--- config.mk ---
export PLATFORM = sky130hd
export DESIGN_NAME = rip_relative_lea_reference_scan
export DESIGN_NICKNAME = d
export VERILOG_FILES = /design/src/rtl/riplea_pkg.sv /design/src/rtl/riplea_match.sv /design/src/rtl/rip_relative_lea_reference_scan.sv
export SDC_FILE = /design/constraint.sdc
export NUM_CORES = 1
export LEC_CHECK = 0
export ABC_CLOCK_PERIOD_IN_PS = 6150
export BUFFER_PORTS_ARGS = -buffer_cell sky130_fd_sc_hd__buf_2
export CAP_MARGIN = 20
export CORE_ASPECT_RATIO = 2
export CORE_MARGIN = 2
export CORE_UTILIZATION = 40
export CTS_CLUSTER_SIZE = 20
export DETAILED_ROUTE_END_ITERATION = 6
export PLACE_DENSITY = 0.64
export SYNTH_ARGS = -nofsm -noshare
export SYNTH_HDL_FRONTEND = slang
export SYNTH_SLANG_ARGS = --single-unit
--- constraint.sdc ---
create_clock -name clock -period 6.15 [get_ports clock]
set_input_delay 0 -clock clock [delete_from_list [all_inputs] [get_ports clock]]
set_output_delay 0 -clock clock [all_outputs]
set_load 0.01 [all_outputs]
--- src/rtl/riplea_pkg.sv ---
// riplea_pkg: shared types, constants and status codes for the lea reference scanner
// used by riplea_match and rip_relative_lea_reference_scan; no dependencies
`timescale 1ns / 1ps
`default_nettype none

package riplea_pkg;

   // address arithmetic width, wraps modulo 2^AddrWidth
   localparam int AddrWidth   = 48;
   localparam int FieldWidth  = 48;
   localparam int WindowDepth = 6;
   localparam int RunWidth    = $clog2(WindowDepth + 1);
   localparam int DispWidth   = 32;

   // instruction pattern
   localparam logic [7:0] PrefixRexW  = 8'h48;
   localparam logic [7:0] PrefixRexWR = 8'h4C;
   localparam logic [7:0] OpcodeLea   = 8'h8D;
   localparam logic [7:0] ModrmMask   = 8'hC7;
   localparam logic [7:0] ModrmRipRel = 8'h05;

   // configuration port
   localparam int CsrAddrWidth = 4;
   localparam int CsrDataWidth = 64;
   localparam logic CsrTargetIdx = 1'b0;

   typedef enum logic [1:0] {
      StatusNone      = 2'd0,
      StatusUnique    = 2'd1,
      StatusAmbiguous = 2'd2
   } match_status_type;

   // window of held bytes, index 0 is the oldest
   typedef logic [WindowDepth-1:0][7:0] window_type;

   // one captured input word
   typedef struct packed {
      logic [7:0]           data_byte;
      logic [AddrWidth-1:0] byte_address;
      logic                 first_of_range;
      logic                 range_executable;
      logic                 last_of_scan;
   } word_type;

endpackage

`default_nettype wire

--- src/rtl/riplea_match.sv ---
// riplea_match: decodes the seven-byte candidate and checks its rip-relative target
// depends on riplea_pkg
`timescale 1ns / 1ps
`default_nettype none

module riplea_match (
   input  wire riplea_pkg::window_type                window_bytes,
   input  wire logic [7:0]                            cur_byte,
   input  wire logic [riplea_pkg::AddrWidth-1:0]      cur_address,
   input  wire logic [riplea_pkg::AddrWidth-1:0]      target_address,
   output logic                                       hit
);

   logic                                  prefix_ok;
   logic                                  opcode_ok;
   logic                                  modrm_ok;
   logic [riplea_pkg::DispWidth-1:0]      disp;
   logic [riplea_pkg::AddrWidth-1:0]      disp_ext;
   logic [riplea_pkg::AddrWidth-1:0]      ref_address;

   // opcode pattern on the three oldest bytes
   always_comb begin
      prefix_ok = (window_bytes[0] == riplea_pkg::PrefixRexW) ||
                  (window_bytes[0] == riplea_pkg::PrefixRexWR);
      opcode_ok = (window_bytes[1] == riplea_pkg::OpcodeLea);
      modrm_ok  = ((window_bytes[2] & riplea_pkg::ModrmMask) == riplea_pkg::ModrmRipRel);
   end

   // little-endian displacement, sign extended
   assign disp     = {cur_byte, window_bytes[5], window_bytes[4], window_bytes[3]};
   assign disp_ext = {{(riplea_pkg::AddrWidth - riplea_pkg::DispWidth){disp[31]}}, disp};

   // next instruction address plus displacement, one adder with carry in
   assign ref_address = cur_address + disp_ext + riplea_pkg::AddrWidth'(1);

   assign hit = prefix_ok && opcode_ok && modrm_ok && (ref_address == target_address);

endmodule

`default_nettype wire

--- src/rtl/rip_relative_lea_reference_scan.sv ---
// rip_relative_lea_reference_scan: top level of the lea reference scanner
// depends on riplea_pkg and riplea_match
`timescale 1ns / 1ps
`default_nettype none

// Scans a byte stream for 64-bit rip-relative lea instructions (rex.w 0x48 or
// 0x4c, opcode 0x8d, modrm rip-relative) whose computed target equals the
// target_address register (csr byte address 0, 64-bit data, low 48 bits used).
// One byte is taken per cycle with no bubbles while req_ready is high: the input
// register feeds one 48-bit add and compare and the window/count update in the
// same cycle. The report for a scan is loaded into an output register when its
// last byte advances out of the input register and is held until taken; req_ready
// drops only when a further last byte reaches the scan stage while that report
// has not yet been taken. Matches never span a range start. Write target_address
// only while the block is idle.
module rip_relative_lea_reference_scan (
   input  wire logic                                  clock,
   input  wire logic                                  reset,
   // byte stream
   input  wire logic                                  req_valid,
   output logic                                       req_ready,
   input  wire logic [7:0]                            req_data_byte,
   input  wire logic [riplea_pkg::FieldWidth-1:0]     req_byte_address,
   input  wire logic                                  req_first_of_range,
   input  wire logic                                  req_range_executable,
   input  wire logic                                  req_last_of_scan,
   // scan report
   output logic                                       rsp_valid,
   input  wire logic                                  rsp_ready,
   output logic [1:0]                                 rsp_match_status,
   output logic [riplea_pkg::FieldWidth-1:0]          rsp_match_address,
   // configuration
   input  wire logic                                  csr_psel,
   input  wire logic                                  csr_penable,
   input  wire logic                                  csr_pwrite,
   input  wire logic [riplea_pkg::CsrAddrWidth-1:0]   csr_paddr,
   input  wire logic [riplea_pkg::CsrDataWidth-1:0]   csr_pwdata,
   output logic [riplea_pkg::CsrDataWidth-1:0]        csr_prdata,
   output logic                                       csr_pready
);

   localparam int AW = riplea_pkg::AddrWidth;

   logic [riplea_pkg::FieldWidth-1:0]     target_ff;
   logic                                  s1_valid_ff;
   riplea_pkg::word_type                  s1_word_ff;
   riplea_pkg::window_type                window_ff, window_in;
   logic [riplea_pkg::RunWidth-1:0]       run_ff, run_in, run_eff;
   logic [1:0]                            count_ff, count_in, count_new;
   logic [AW-1:0]                         found_ff, found_in, found_new;
   logic                                  rsp_valid_ff;
   riplea_pkg::match_status_type          rsp_status_ff, rsp_status_in;
   logic [riplea_pkg::FieldWidth-1:0]     rsp_address_ff, rsp_address_in;
   logic                                  s1_advance;
   logic                                  cand_hit;
   logic                                  hit;
   logic                                  csr_write;

   // configuration register
   assign csr_pready = 1'b1;
   assign csr_write  = csr_psel && csr_penable && csr_pwrite && csr_pready &&
                       (csr_paddr[3] == riplea_pkg::CsrTargetIdx);

   always_ff @(posedge clock) begin
      if (reset) begin
         target_ff <= '0;
      end else if (csr_write) begin
         target_ff <= csr_pwdata[riplea_pkg::FieldWidth-1:0];
      end
   end

   always_comb begin
      csr_prdata = '0;
      if (csr_paddr[3] == riplea_pkg::CsrTargetIdx) begin
         csr_prdata = {{(riplea_pkg::CsrDataWidth - riplea_pkg::FieldWidth){1'b0}}, target_ff};
      end
   end

   // scan stage stalls only when a report would overwrite one still waiting
   assign s1_advance = s1_valid_ff && !(s1_word_ff.last_of_scan && rsp_valid_ff && !rsp_ready);
   assign req_ready  = !s1_valid_ff || s1_advance;

   // input register
   always_ff @(posedge clock) begin
      if (reset) begin
         s1_valid_ff <= 1'b0;
      end else if (req_ready) begin
         s1_valid_ff <= req_valid;
      end
   end

   always_ff @(posedge clock) begin
      if (req_ready && req_valid) begin
         s1_word_ff.data_byte        <= req_data_byte;
         s1_word_ff.byte_address     <= req_byte_address[AW-1:0];
         s1_word_ff.first_of_range   <= req_first_of_range;
         s1_word_ff.range_executable <= req_range_executable;
         s1_word_ff.last_of_scan     <= req_last_of_scan;
      end
   end

   // candidate check
   riplea_match u_match (
      .window_bytes   (window_ff),
      .cur_byte       (s1_word_ff.data_byte),
      .cur_address    (s1_word_ff.byte_address),
      .target_address (target_ff[AW-1:0]),
      .hit            (cand_hit)
   );

   // scan state update
   always_comb begin
      run_eff   = s1_word_ff.first_of_range ? '0 : run_ff;
      hit       = (run_eff == riplea_pkg::RunWidth'(riplea_pkg::WindowDepth)) &&
                  s1_word_ff.range_executable && cand_hit;
      count_new = count_ff;
      found_new = found_ff;
      if (hit) begin
         if (count_ff == 2'd0) begin
            found_new = s1_word_ff.byte_address - AW'(riplea_pkg::WindowDepth);
         end
         if (count_ff != 2'd2) begin
            count_new = count_ff + 2'd1;
         end
      end

      window_in = {s1_word_ff.data_byte, window_ff[riplea_pkg::WindowDepth-1:1]};
      run_in    = (run_eff == riplea_pkg::RunWidth'(riplea_pkg::WindowDepth)) ?
                  run_eff : run_eff + riplea_pkg::RunWidth'(1);
      count_in  = count_new;
      found_in  = found_new;
      if (s1_word_ff.last_of_scan) begin
         window_in = '0;
         run_in    = '0;
         count_in  = 2'd0;
         found_in  = '0;
      end
   end

   always_ff @(posedge clock) begin
      if (reset) begin
         run_ff   <= '0;
         count_ff <= 2'd0;
      end else if (s1_advance) begin
         run_ff   <= run_in;
         count_ff <= count_in;
      end
   end

   always_ff @(posedge clock) begin
      if (s1_advance) begin
         window_ff <= window_in;
         found_ff  <= found_in;
      end
   end

   // report word
   always_comb begin
      rsp_status_in  = riplea_pkg::StatusNone;
      rsp_address_in = '0;
      if (count_new == 2'd1) begin
         rsp_status_in  = riplea_pkg::StatusUnique;
         rsp_address_in = riplea_pkg::FieldWidth'(found_new);
      end else if (count_new == 2'd2) begin
         rsp_status_in  = riplea_pkg::StatusAmbiguous;
      end
   end

   // output register
   always_ff @(posedge clock) begin
      if (reset) begin
         rsp_valid_ff <= 1'b0;
      end else if (s1_advance && s1_word_ff.last_of_scan) begin
         rsp_valid_ff <= 1'b1;
      end else if (rsp_ready) begin
         rsp_valid_ff <= 1'b0;
      end
   end

   always_ff @(posedge clock) begin
      if (s1_advance && s1_word_ff.last_of_scan) begin
         rsp_status_ff  <= rsp_status_in;
         rsp_address_ff <= rsp_address_in;
      end
   end

   assign rsp_valid         = rsp_valid_ff;
   assign rsp_match_status  = rsp_status_ff;
   assign rsp_match_address = rsp_address_ff;

`ifndef SYNTHESIS
   // match count saturates at two
   a_count_sat: assert property (@(posedge clock) disable iff (reset)
      count_ff != 2'd3)
      else $error("match count beyond saturation");

   // end of scan clears the scan state
   a_scan_clear: assert property (@(posedge clock) disable iff (reset)
      (s1_advance && s1_word_ff.last_of_scan) |=> (run_ff == '0 && count_ff == 2'd0))
      else $error("scan state not cleared after report");

   // a report is loaded on the edge after a last word advances
   a_report_load: assert property (@(posedge clock) disable iff (reset)
      (s1_advance && s1_word_ff.last_of_scan) |=> rsp_valid_ff)
      else $error("report missing after last word");

   // input stalls only behind a waiting report
   a_stall_cause: assert property (@(posedge clock) disable iff (reset)
      !req_ready |-> (s1_valid_ff && s1_word_ff.last_of_scan && rsp_valid_ff && !rsp_ready))
      else $error("input stalled without a waiting report");
`endif

endmodule

`default_nettype wire

Yosys cells after proc, flatten, opt, wreduce, memory -nomap -nowiden
Cells that the tools add are included.
{ "classes": {"add_sub_neg": 5, "n_mul": 0, "div_mod_pow": 0, "n_lt_le_gt_ge": 0, "eq_ne": 9, "n_shift": 0, "muxes": 12, "n_bitwise": 1, "reduce_logical": 20} }
{ "op_table": {"columns": ["operator", "count"], "rows": [
  ["48-bit 2-to-1 mux", 3],
  ["48-bit by 1-bit adder with 48-bit output, second input constant", 1],
  ["48-bit adder", 1],
  ["48-bit equality test", 1],
  ["48-bit by 3-bit subtractor with 48-bit output, second input constant", 1],
  ["8-bit by 7-bit equality test with 1-bit output, second input constant", 2],
  ["1-bit logical AND", 13],
  ["3-bit 2-to-1 mux", 3],
  ["8-bit equality test, second input constant", 1],
  ["2-bit 2-to-1 mux", 4],
  ["5-bit by 3-bit equality test with 1-bit output, second input constant", 1],
  ["3-bit by 1-bit adder with 3-bit output, second input constant", 1],
  ["3-bit equality test, second input constant", 1],
  ["1-bit logical NOT", 3],
  ["2-bit by 1-bit adder with 2-bit output, second input constant", 1],
  ["2-bit by 1-bit equality test with 1-bit output, second input constant", 1],
  ["2-bit equality test, second input constant", 1],
  ["2-bit logical NOT", 1],
  ["1-bit logical OR", 2],
  ["1-bit 2-to-1 mux", 2],
  ["2-bit inequality test, second input constant", 1],
  ["2-bit nonzero test", 1],
  ["1-bit NOT", 1]
]} }
{ "word_totals": {"regBits": 260, "latch_bits": 0, "mem_bits_rw": 0, "mem_bits_ro": 0, "inputBits": 134, "out_inout_bits": 117, "word_cells": 66, "memories": 0} }

Depth between registers and ports, before layout
{ "depth": {"depth_word": 9, "depth_mapped": 19, "mapped_depth_nobuf": 16} }

Modules after synthesis
From an unflattened synthesis, not the netlist that was laid out.
{ "hier_totals": {"hier_cells": 1555, "area_unflattened_um2": 15278.4} }
{ "modules_own_cells": {"columns": ["module", "instances", "cells_each", "area_each_um2", "seq_area_each_um2"], "rows": [
  ["rip_relative_lea_reference_scan", 1, 962, 11243.3, 7257.0],
  ["riplea_match", 1, 593, 4035.1, 0.0]
]} }

Worst setup path after synthesis
No wires, ideal clock.
{ "synth_timing": {"path_kind": "reg2reg", "from": "reg s1_word_ff[0] in the netlist's numbering", "to": "reg s1_word_ff[0] in the netlist's numbering (enable)", "setup_time_ns": 0.511, "t_arrival_ns": 4.108, "required_ns": 5.639, "path_slack_ns": 1.531, "stages_incl_launch_ff": 4, "path_buffers": 2, "period_less_slack_ns": 4.619, "cell_sequence": "edfxtp_1 -> clkbuf_1 -> buf_1 -> a31oi_1"} }
{ "synth_via": {"elab_chain_cells": 6} }
{ "synth_rtl": {"columns": ["item", "line", "rtl"], "rows": [
  ["start, declared", "rip_relative_lea_reference_scan.sv:46", "riplea_pkg::word_type s1_word_ff;"],
  ["1-bit logical AND (2 in series)", "rip_relative_lea_reference_scan.sv:80", "assign s1_advance = s1_valid_ff && !(s1_word_ff.last_of_scan && rsp_valid_ff && !rsp_ready);"],
  ["1-bit logical NOT", "rip_relative_lea_reference_scan.sv:80", null],
  ["1-bit logical AND", "rip_relative_lea_reference_scan.sv:80", null],
  ["1-bit logical OR", "rip_relative_lea_reference_scan.sv:81", "assign req_ready = !s1_valid_ff || s1_advance;"],
  ["1-bit logical AND", "rip_relative_lea_reference_scan.sv:93", "if (req_ready && req_valid) begin"]
]} }
No other way between the ends.
A chain may end at the register's enable or synchronous reset.

Worst setup path in the final report
{ "layout_timing": {"from": "reg s1_word_ff[3] in the netlist's numbering", "to": "reg rsp_address_ff, in the netlist rsp_match_address[47] (data pin)"} }
{ "layout_via": {"elab_chain_cells": 7, "elab_cells_between_ends": 10, "cone_classes": "add/sub: 3; eq/ne: 2; mux: 3; reduce/logical: 2"} }
{ "layout_rtl": {"columns": ["item", "line", "rtl"], "rows": [
  ["48-bit adder", "riplea_match.sv:34", "assign ref_address = cur_address + disp_ext + riplea_pkg::AddrWidth'(1);"],
  ["48-bit by 1-bit adder with 48-bit output", "riplea_match.sv:34", null],
  ["48-bit equality test", "riplea_match.sv:36", "assign hit = prefix_ok && opcode_ok && modrm_ok && (ref_address == target_address);"],
  ["1-bit logical AND", "riplea_match.sv:36", null],
  ["1-bit logical AND", "rip_relative_lea_reference_scan.sv:115", "s1_word_ff.range_executable && cand_hit;"],
  ["2-bit 2-to-1 mux", "rip_relative_lea_reference_scan.sv:118", "if (hit) begin"],
  ["2-bit by 1-bit equality test with 1-bit output", "rip_relative_lea_reference_scan.sv:161", "if (count_new == 2'd1) begin"],
  ["end signal, assigned", "rip_relative_lea_reference_scan.sv:183", "rsp_address_ff <= rsp_address_in;"],
  ["end, declared", "rip_relative_lea_reference_scan.sv:53", "logic [riplea_pkg::FieldWidth-1:0] rsp_address_ff, rsp_address_in;"]
]} }
Parallel ways exist; a longest one is shown, timed or not.

==> metrics.txt <==
outcome finished, final reports clean; initial core utilization 40.6%; layout filler cell count 3,661; sink of the worst hold path target_ff[26]; R2R Path Start s1_word_ff[3]; Pleak between 7 and 8 nW; Register-to-Register Path Depth 17; Mapped Area 16,100 sq um; worst ir drop on vdd roughly 0.20 mV; Area Growth Syn to Fin 23.1%; gr usage total just under 30%; H-tree levels 1; core area between 30,000 and 40,000 sq um; total power around 4.5 mW; multi-input logic area slightly above 8000 sq um; cell family with most CP delay compound AO/OA/AOI/OAI gates; Highest Signal Layer met4; final cell count without fillers 2,501; largest net degree at the start of global routing between 50 and 60; FF+latch count, synth between 200 and 300; Commonest cells post-synth edfxtp_1 (204), nand2_1 (202), a21oi_1 (128); CP Capture Type register; post-CTS setup buffers 0; Hold Path Class in2reg; Final setup viols 0; Slew HR 26.4%; nets between 2,000 and 2,500; first-pass GRT wire length just over 90,000 um; PwrDens 229 nW/um^2; final setup TNS 0 ns; final WL between 60,000 and 70,000 um; final hold violations 0; average wire per standard cell about 25 um; antenna cells 0; r2r endpoint rsp_match_address[47]; drt drc 0; antenna violations before repair 0; Slew Limit Fails 0; max incr delay on CP approximately 0.65 ns; share of layout cells above drive strength 1 a little under a fifth; worst slew pin tran roughly 1.1 ns; count leader, synth edfxtp_1; WHS between 0.1 and 0.15 ns; synth unique cells between 80 and 90; crit path max fanout 25; Worst Skew 0.0297 ns; Critical Path AT about 6.0 ns; clock root buffer clkbuf_16; die span in y 287 um; Startpoint Class register; worst-path cell chain inv_1 > ha_1 > inv_1 > fa_1 > a21o_1 > a221o_1 > a211oi_1 > nor2_1 > o21ai_0 > o21ai_0 > or4_1 > nor4_1 > nand4_1 > buf_4 > o31ai_4 > buf_4 > o2bb2ai_1; Rows slightly above 100; TritonCTS clock tree yes; met1 WL 21,600 um; Mapped Cells 1,643; register area share after synthesis a little under half; gr ovfl total 0; synthesized area per cell about 9.8 sq um; CP max stage cell o21ai_0; GPL Wtd Cong roughly 1.0; clk sinks between 200 and 300; post-synth top area share 38.2%; fmax 178 MHz; minimum clock period 5.63 ns; Synth area leader edfxtp_1; met3 WL ~2200 um; via/cell ratio around 5.8; DIE WIDTH 146 um; die area 41,800 sq um; CTS Buf Count 25; Post-synth ARST share 0%; vias ~14,000; dpl hpwl about 50,000 um; Worst-Skew Late Latency ~0.56 ns; hold path cells 5; DR iter-0 viols about 850; Most used DFF post-synth edfxtp_1; number of max-cap violations 0; R2R Setup Slk 0.52 ns; RSZ-0062 raised after global routing false; period utilization approximately 92%; Data required, critical path between 6 and 7 ns; clk slew on worst S/H paths 0.07 ns; Synth Warn # 0; first drt pass iteration count 7; IO Count around 250; buffers from clock root to sink, at most 3; Setup CP Type reg2reg; ANT nets after route 0; Post-Place Cells 2,343; met2 wire length between 30,000 and 40,000 um; Post-synth EDFFs roughly 200; vias in the first global route 14,583; crit path buf inv count 4; register area around 7200 sq um; top cells by area, synth edfxtp_1 (38%), dfxtp_1 (6.9%), nand2_1 (4.7%); worst hold path startpoint csr_penable; # port buffers 214
## cell type report
class / instances / area share [%]
Multi-Input combinational cell: 1270 / 42.0
Sequential cell: 259 / 36.6
Timing Repair Buffer: 376 / 13.4
Tap cell: 525 / 3.32
Clock buffer: 27 / 3.20
Clock inverter: 19 / 1.02
Inverter: 25 / 0.481
## repair_timing
action                                 CTS  global route
hold buffers                           110             1
endpoints found under the hold margin  125             6
resized for setup                        0             0
## flip-flops by register name, summed over array words and instances, names as in the netlist
name and flops:
rsp_match_address 48, rsp_match_status 2, found_ff 48, s1_word_ff 59, target_ff 48, count_ff 2, run_ff 3, window_ff 47
rsp_valid 1, s1_valid_ff 1
## metal layers
layer	vias to the layer above	track usage [%]
li1	6767	-
met1	6997	29.9
met2	498	58.1
met3	132	2.13
met4	0	18.0
met5	-	0
## metrics by stage
| step | instance area, sq um | util [%] | setup slack (ns) |
|---|---|---|---|
| 2_1_floorplan | 16100 | - | 1.53 |
| 3_3_place_gp | 17800 | 45.0 | 0.625 |
| 3_5_place_dp | 17800 | 45.0 | 0.594 |
| 4_1_cts | 19700 | 49.9 | 0.525 |
| 5_1_grt | 19800 | 49.9 | 0.277 |
| 6_report | 19800 | 49.9 | 0.521 |
## cell usage in the layout (no fill, tap or decap), types with 7 or more instances in the layout
cell,Yosys,routed
or3_1,14,13
conb_1,2,17
buf_2,8,214
o31ai_1,41,41
nor2_1,81,80
o21a_1,12,12
a21o_1,12,12
nand3b_1,7,7
edfxtp_1,204,204
nand2_1,202,202
and4_1,7,7
or4_1,9,9
inv_1,23,22
nor3_1,42,42
o21ai_1,12,12
a31oi_1,8,7
o21ai_0,56,56
buf_4,17,45
xor2_1,37,37
xnor2_1,65,65
nor4b_1,9,9
o211ai_1,8,8
nand2b_1,11,11
mux2i_1,9,9
and3_1,12,12
o2bb2ai_2,40,40
nand3_1,75,75
a21oi_1,128,128
nor4_1,22,22
clkbuf_16,0,25
nand4_1,44,44
o2bb2ai_1,7,7
a211oi_1,11,11
ha_1,52,52
dlygate4sd3_1,0,111
nor2b_1,106,106
dfxtp_1,55,55
## logic make-up (layout without fill, tap and decap cells)
kind of cell             Yosys count  in the layout  synth area share (%)
buffers and inverters            129            447                  3.80
XOR/XNOR                         102            102                  5.57
AND/OR/NAND/NOR                  679            679                  22.2
multiplexers                      12             12                 0.795
adder cells (fa/ha/maj)           53             53                  4.18
AO/OA/AOI/OAI                    407            407                  18.4
other                              2             17                0.0468
flip-flops                       259            259                  45.0
## worst register-to-register path, cell delays in order (launching register included)
cell and delay (ns):
edfxtp_1 0.41, inv_1 0.11, ha_1 0.21, inv_1 0.07, fa_1 0.39, a21o_1 0.21, a221o_1 0.33, a211oi_1 0.49
nor2_1 0.12, o21ai_0 0.65, o21ai_0 0.25, or4_1 0.55, nor4_1 0.42, nand4_1 0.18, buf_4 0.19, o31ai_4 0.29
buf_4 0.44, o2bb2ai_1 0.18
## report_power, final
part	internal [mW]	switching, mW	total (mW)
Sequential	1.95	0.0659	2.02
Combinational	0.328	0.583	0.911
Clock	0.884	0.716	1.60
## worst max path at each step
stage	startpoint	to	slack [ns]	depth (start not counted)
CTS	s1_word_ff[3]	rsp_match_address[47]	0.53	17
floorplan	s1_word_ff[0]	s1_word_ff[0]	1.53	3
detailed placement	s1_word_ff[3]	rsp_match_address[47]	0.59	17
global route	s1_word_ff[58]	found_ff[34]	0.28	15
global placement	s1_word_ff[3]	rsp_match_address[47]	0.62	17
finish	s1_word_ff[3]	rsp_match_address[47]	0.52	17
Power figures use the tool's default switching activity.
